**config.mk**
```make
export PLATFORM = sky130hd
export DESIGN_NAME = chunked_body_decoder
export DESIGN_NICKNAME = d
export VERILOG_FILES = /design/src/rtl/chd_pkg.sv /design/src/rtl/chd_core.sv /design/src/rtl/chunked_body_decoder.sv
export SDC_FILE = /design/constraint.sdc
export NUM_CORES = 1
export LEC_CHECK = 0
export BUFFER_PORTS_ARGS = -buffer_cell sky130_fd_sc_hd__buf_2
export CORE_MARGIN = 2
export CORE_UTILIZATION = 38
export DETAILED_ROUTE_END_ITERATION = 7
export GPL_ROUTABILITY_DRIVEN = 0
export MAX_ROUTING_LAYER = met4
export SLEW_MARGIN = 20
export SYNTH_ARGS = -nofsm -noshare
export SYNTH_HDL_FRONTEND = slang
export SYNTH_SLANG_ARGS = --single-unit
```
**constraint.sdc**
```tcl
create_clock -name clk -period 7.7 [get_ports clk]
set_clock_uncertainty 0.05 [all_clocks]
set_input_delay 0.385 -clock clk [delete_from_list [all_inputs] [get_ports clk]]
set_output_delay 0.385 -clock clk [all_outputs]
set_load 0.01 [all_outputs]
```
**src/rtl/chd_pkg.sv**
```systemverilog
package chd_pkg;

	// Largest number of hex characters in one chunk-size field.
	localparam int unsigned SIZE_DIGITS = 4;

	// Width of the digit counter; it holds 0 .. SIZE_DIGITS-1.
	localparam int unsigned DIGIT_W = (SIZE_DIGITS > 1) ? $clog2(SIZE_DIGITS) : 1;

	localparam int unsigned SIZE_W = 16;
	localparam int unsigned BYTE_W = 8;
	localparam int unsigned SKIP_W = 2;

	localparam logic [BYTE_W-1:0] CHAR_CR = 8'h0D;

	// Skip lengths after the size field and for the chunk trailer.
	localparam logic [SKIP_W-1:0] SKIP_AFTER_CR = 2'd1;
	localparam logic [SKIP_W-1:0] SKIP_NO_CR    = 2'd2;
	localparam logic [SKIP_W-1:0] SKIP_TRAILER  = 2'd2;

	typedef enum logic [2:0] {
		PH_SIZE  = 3'd0,
		PH_SKIP  = 3'd1,
		PH_DATA  = 3'd2,
		PH_TRAIL = 3'd3,
		PH_DONE  = 3'd4
	} phase_t;

	// What the decoder core makes of the word that it is offered.
	typedef struct packed {
		logic              emit;
		logic [BYTE_W-1:0] data;
		logic              eob;
	} chd_result_t;

	// Value of one hex character; anything that is not hex counts as zero.
	function automatic logic [3:0] hex_value(input logic [BYTE_W-1:0] c);
		logic [3:0] v;
		v = 4'd0;
		if (c >= 8'h30 && c <= 8'h39) begin
			v = c[3:0];
		end else if ((c >= 8'h61 && c <= 8'h66) || (c >= 8'h41 && c <= 8'h46)) begin
			v = c[3:0] + 4'd9;
		end
		return v;
	endfunction

endpackage

```
**src/rtl/chd_core.sv**
```systemverilog
module chd_core (
	input  logic                       clk,
	input  logic                       arst_n,
	input  logic                       step,
	input  logic [chd_pkg::BYTE_W-1:0] in_byte,
	output chd_pkg::chd_result_t       result
);
	import chd_pkg::*;

	phase_t              phase_q, phase_d;
	logic [DIGIT_W-1:0]  digit_count_q, digit_count_d;
	logic [SIZE_W-1:0]   size_accum_q, size_accum_d;
	logic [SIZE_W-1:0]   bytes_left_q, bytes_left_d;
	logic [SKIP_W-1:0]   skip_left_q, skip_left_d;
	logic                last_chunk_q, last_chunk_d;

	logic [DIGIT_W:0]    digit_next;
	logic [SKIP_W-1:0]   skip_dec;
	logic [SIZE_W-1:0]   bytes_dec;

	always_ff @(posedge clk or negedge arst_n) begin
		if (!arst_n) begin
			phase_q       <= PH_SIZE;
			digit_count_q <= '0;
			size_accum_q  <= '0;
			bytes_left_q  <= '0;
			skip_left_q   <= '0;
			last_chunk_q  <= 1'b0;
		end else if (step) begin
			phase_q       <= phase_d;
			digit_count_q <= digit_count_d;
			size_accum_q  <= size_accum_d;
			bytes_left_q  <= bytes_left_d;
			skip_left_q   <= skip_left_d;
			last_chunk_q  <= last_chunk_d;
		end
	end

	assign digit_next = {1'b0, digit_count_q} + {{DIGIT_W{1'b0}}, 1'b1};
	assign skip_dec   = skip_left_q - {{(SKIP_W-1){1'b0}}, 1'b1};
	assign bytes_dec  = bytes_left_q - {{(SIZE_W-1){1'b0}}, 1'b1};

	always_comb begin
		phase_d       = phase_q;
		digit_count_d = digit_count_q;
		size_accum_d  = size_accum_q;
		bytes_left_d  = bytes_left_q;
		skip_left_d   = skip_left_q;
		last_chunk_d  = last_chunk_q;
		result        = '0;

		case (phase_q)
			PH_SIZE: begin
				if (in_byte == CHAR_CR) begin
					skip_left_d = SKIP_AFTER_CR;
					phase_d     = PH_SKIP;
				end else begin
					size_accum_d = {size_accum_q[SIZE_W-5:0], hex_value(in_byte)};
					if (digit_next >= (DIGIT_W+1)'(SIZE_DIGITS)) begin
						digit_count_d = '0;
						skip_left_d   = SKIP_NO_CR;
						phase_d       = PH_SKIP;
					end else begin
						digit_count_d = digit_next[DIGIT_W-1:0];
					end
				end
			end
			PH_SKIP: begin
				skip_left_d = skip_dec;
				if (skip_dec == '0) begin
					digit_count_d = '0;
					bytes_left_d  = size_accum_q;
					size_accum_d  = '0;
					if (size_accum_q == '0) begin
						last_chunk_d = 1'b1;
						skip_left_d  = SKIP_TRAILER;
						phase_d      = PH_TRAIL;
					end else begin
						last_chunk_d = 1'b0;
						phase_d      = PH_DATA;
					end
				end
			end
			PH_DATA: begin
				result.emit  = 1'b1;
				result.data  = in_byte;
				bytes_left_d = bytes_dec;
				if (bytes_dec == '0) begin
					skip_left_d = SKIP_TRAILER;
					phase_d     = PH_TRAIL;
				end
			end
			PH_TRAIL: begin
				skip_left_d = skip_dec;
				if (skip_dec == '0) begin
					if (last_chunk_q) begin
						phase_d     = PH_DONE;
						result.emit = 1'b1;
						result.eob  = 1'b1;
					end else begin
						phase_d       = PH_SIZE;
						digit_count_d = '0;
						size_accum_d  = '0;
					end
				end
			end
			default: begin
				phase_d = phase_q;
			end
		endcase
	end

endmodule

```
**src/rtl/chunked_body_decoder.sv**
```systemverilog
// Chunked message body decoder. Feed it the body bytes of a chunked message,
// one word per handshake, starting with the first byte after the header. It
// reads each chunk-size field (up to chd_pkg::SIZE_DIGITS hex characters,
// ended by a carriage return; non-hex characters count as digit zero), skips
// the line feed, or the next two bytes when no carriage return came within the
// digit limit, passes every data byte of the chunk out as one word with
// end_of_body low, and drops the two-byte chunk trailer. A chunk of size zero
// ends the body: after its trailer one word with end_of_body high and
// out_byte zero comes out, and every later input word is swallowed until
// reset. The block takes one byte per clock cycle when the output side is not
// stalled. A taken byte waits in the input register until the core steps on
// it; a byte that makes a result has its word then loaded into the output
// register, which drives out_valid and holds the word until it leaves
// downstream. Throughput is set by the single phase machine, which
// advances once per byte; the input stalls only while a byte that makes a
// result waits behind a stalled output word.
module chunked_body_decoder (
	input  logic                       clk,
	input  logic                       arst_n,
	input  logic                       in_valid,
	output logic                       in_stall,
	input  logic [chd_pkg::BYTE_W-1:0] in_byte,
	output logic                       out_valid,
	input  logic                       out_stall,
	output logic [chd_pkg::BYTE_W-1:0] out_byte,
	output logic                       end_of_body
);
	import chd_pkg::*;

	// Input register stage.
	logic              valid_s1;
	logic [BYTE_W-1:0] byte_s1;

	// Output register.
	logic              out_valid_q;
	logic [BYTE_W-1:0] out_byte_q;
	logic              eob_q;

	chd_result_t       result;
	logic              out_free;
	logic              s1_move;
	logic              in_take;

	// The output register can take a new word when it is empty or when its
	// current word leaves in this cycle.
	assign out_free = !out_valid_q || !out_stall;

	// A byte that makes no result may always move on; one that makes a
	// result waits for room in the output register.
	assign s1_move  = valid_s1 && (!result.emit || out_free);
	assign in_stall = valid_s1 && !s1_move;
	assign in_take  = in_valid && !in_stall;

	chd_core u_core (
		.clk     (clk),
		.arst_n  (arst_n),
		.step    (s1_move),
		.in_byte (byte_s1),
		.result  (result)
	);

	always_ff @(posedge clk or negedge arst_n) begin
		if (!arst_n) begin
			valid_s1 <= 1'b0;
		end else if (in_take) begin
			valid_s1 <= 1'b1;
		end else if (s1_move) begin
			valid_s1 <= 1'b0;
		end
	end

	always_ff @(posedge clk) begin
		if (in_take) begin
			byte_s1 <= in_byte;
		end
	end

	always_ff @(posedge clk or negedge arst_n) begin
		if (!arst_n) begin
			out_valid_q <= 1'b0;
		end else if (s1_move && result.emit) begin
			out_valid_q <= 1'b1;
		end else if (!out_stall) begin
			out_valid_q <= 1'b0;
		end
	end

	always_ff @(posedge clk) begin
		if (s1_move && result.emit) begin
			out_byte_q <= result.data;
			eob_q      <= result.eob;
		end
	end

	assign out_valid   = out_valid_q;
	assign out_byte    = out_byte_q;
	assign end_of_body = eob_q;

endmodule

```
==> impl_metrics.tcl <==
set metrics [dict create \
    criticalPathCategory "reg2reg" \
    fin_tns_setup_ns 0 \
    synth_area_sq_mm 0.00339 \
    track_usage 0.168 \
    slew_violations 0 \
    postSynthAreaPerCell_sq_um 9.52 \
    die_w_um 98.5 \
    crit_arrival_ns 2.98 \
    ys_ff_latch 59 \
    power.density_mw_per_mm2 163 \
    synth-async-reset-ratio 0.712 \
    cts_tree "built" \
    root_buffer "clkbuf_8" \
    leakagePower_nw 1.56 \
    cts.htree.levels 3 \
    hold_buffers 0 \
    wl_um 7540 \
    critical_path_peak_fanout 11 \
    grt_pass1_vias 2606 \
    setup_viol 0 \
    rsz0062_at_grt "no" \
    wl_per_cell_um 15.6 \
    tightest_slew_ns 0.955 \
    yosysWarnings 0 \
    io_pins 23 \
    start_util 0.391 \
    drt_iter0_markers 119 \
    maxSlewHeadroom 0.362 \
    ant_nets 0 \
    synth_top_area_frac 0.310 \
    core-area_sq_mm 0.00868 \
    synth_area_leaders "dfrtp_1, edfxtp_1, nand2_1" \
    min_period_ns 2.81 \
    drt-pass1-iter-count 5 \
    synth_area_leader_cell "dfrtp_1" \
    regToRegEndpoint "u_core.skip_left_q[0]" \
    antenna_cells 0 \
    cap_violations 0 \
    path_clk_slew_ns 0.07 \
    final_cells 484 \
    grt_max_degree 43 \
    grt_overflow 0 \
    synth_cell_types 69 \
    status "finished clean" \
    dpl.hpwl_um 5220 \
    antenna_found_initial 0 \
    drive_gt1_frac 0.168 \
    period_share 0.365 \
    dieArea_sq_mm 0.00969 \
    crit_required_ns 7.87 \
    ir_drop_mv 0.101 \
    num_vias 2667 \
    grt_pass1_wl_um 12800 \
    post_cts_buffers 0 \
    clk_latency_ns 0.33 \
    rows 34 \
    drt_drc_violations_left 0 \
    whs_ns 0.154 \
    synth-seq-area-share 0.461 \
    cts_resized 0 \
    synthCells 356 \
    cp-start-kind "flip-flop" \
    finalHoldViolCount 0 \
    viasPerCell 5.51 \
    clock_path_buffers 2 \
    die_y_um 98.5 \
    syn_nets 376 \
    end_kind "flip-flop" \
    synth_edf_count 17 \
    hold_path_class "in2async" \
    syn2layout_area_growth_pct 9.00 \
    nNetsFinal 391 \
    ff2ff_path_depth 8 \
    dp_slack_ns 4.91 \
    finish.utilization 0.426 \
    cts_buffers 9 \
    post-place-cells 468 \
    cts.sinks 59 \
    rrSetupSlack_ns 4.89 \
    r2r_start "u_core.bytes_left_q[0]" \
    ys.flop_type "dfrtp_1" \
    io_buffer_count 22 \
    max_freq_ghz 0.356 \
    setup_ws_ns 4.89 \
]
how the worst max path moves through the flow:
stage,startpoint,endpoint,depth (start not counted),slack [ns]
2_1_floorplan,u_core.bytes_left_q[0],u_core.skip_left_q[0],10,5.29
3_3_place_gp,u_core.bytes_left_q[0],u_core.skip_left_q[0],8,5.01
3_5_place_dp,u_core.bytes_left_q[0],u_core.skip_left_q[0],8,4.91
4_1_cts,u_core.bytes_left_q[0],u_core.skip_left_q[0],8,4.90
5_1_grt,u_core.bytes_left_q[0],u_core.phase_q[0],8,4.68
6_report,u_core.bytes_left_q[0],u_core.skip_left_q[0],8,4.89
cells in the mapped netlist (3+ instances only):
master,number
o31ai_1,6
or3_1,3
nand4_1,4
clkbuf_1,6
ha_1,8
edfxtp_1,17
o21ai_0,37
nor4_1,9
inv_1,9
o21ai_1,3
nor2_1,35
nand3_1,5
or2_2,4
nand2_1,50
a21oi_1,22
buf_2,8
o21bai_1,3
dfrtp_1,42
and2_1,8
a22oi_1,3
a31oi_1,3
and3_1,3
nor3_1,6
state kept, by name, indices dropped and copies added, names as in the netlist:
name / cells
u_core.size_accum_q: 16
u_core.skip_left_q: 2
valid_s1: 1
out_valid: 1
u_core.digit_count_q: 2
byte_s1: 8
end_of_body: 1
u_core.phase_q: 3
out_byte: 8
u_core.last_chunk_q: 1
u_core.bytes_left_q: 16
cells in the final DEF, fill, tap and decap left out, types with 3 or more instances in the layout:
| cell | count |
|---|---|
| edfxtp_1 | 17 |
| o21ai_1 | 3 |
| a31oi_1 | 3 |
| o21ai_0 | 37 |
| nand2_1 | 50 |
| a21oi_1 | 22 |
| dfrtp_1 | 42 |
| a22oi_1 | 3 |
| inv_1 | 9 |
| or3_1 | 3 |
| or2_2 | 4 |
| nor4_1 | 9 |
| ha_1 | 8 |
| o21bai_1 | 3 |
| nor3_1 | 5 |
| nand3_1 | 5 |
| buf_2 | 22 |
| nor2_1 | 35 |
| and3_1 | 3 |
| nand4_1 | 4 |
| and2_1 | 8 |
| o31ai_1 | 6 |
| clkbuf_8 | 9 |
stage by stage:
stage          cell area (sq um)  total power [mW]
3_5_place_dp                3510             0.356
4_1_cts                     3690             0.611
2_1_floorplan               3390             0.346
6_report                    3700             0.602
3_3_place_gp                3510             0.356
5_1_grt                     3700             0.624
metal layers:
metal / GRT usage / up-vias / wire length [um]
li1: - / 1326 / -
met1: 0.220 / 1298 / 3650
met2: 0.262 / 39 / 3580
met3: 0.0397 / 4 / 260
met4: 0.0506 / 0 / 44
met5: - / - / 0
worst max-delay path, cell delays in order, from the launching register on:
cell	delay (ns)
dfrtp_1	0.50
inv_1	0.10
ha_1	0.32
nor4b_2	0.47
nand4_1	0.31
xnor2_2	0.23
nor4b_4	0.37
a21oi_1	0.12
a211o_1	0.23
where the power goes:
group | switching [mW] | leakage (nW) | total, mW | internal (mW)
logic | 0.0113 | 0.723 | 0.0182 | 0.00693
clock network | 0.134 | 0.0900 | 0.253 | 0.119
registers | 0.00476 | 0.752 | 0.331 | 0.326
total | 0.150 | 1.56 | 0.602 | 0.451
cell type report:
type	instances	area (sq um)
fill	880	4980
multi-input combinational	268	1660
sequential	59	1560
tap	108	135
timing repair buffer	24	125
clock buffer	9	124
clock inverter	7	52.6
inverter	9	33.8
kinds of logic (layout without fill, tap and decap cells):
group,count (synthesis),after routing,share of synthesized area
and+or+nand+nor,153,153,0.249
buffers and inverters,29,49,0.0502
AOI/OAI and AO/OA,102,102,0.195
muxes,2,2,0.00590
xor gates and xnor gates,3,3,0.00997
DFF,59,59,0.461
adders and majority gates,8,8,0.0295
(Power assumes the default switching activity.)
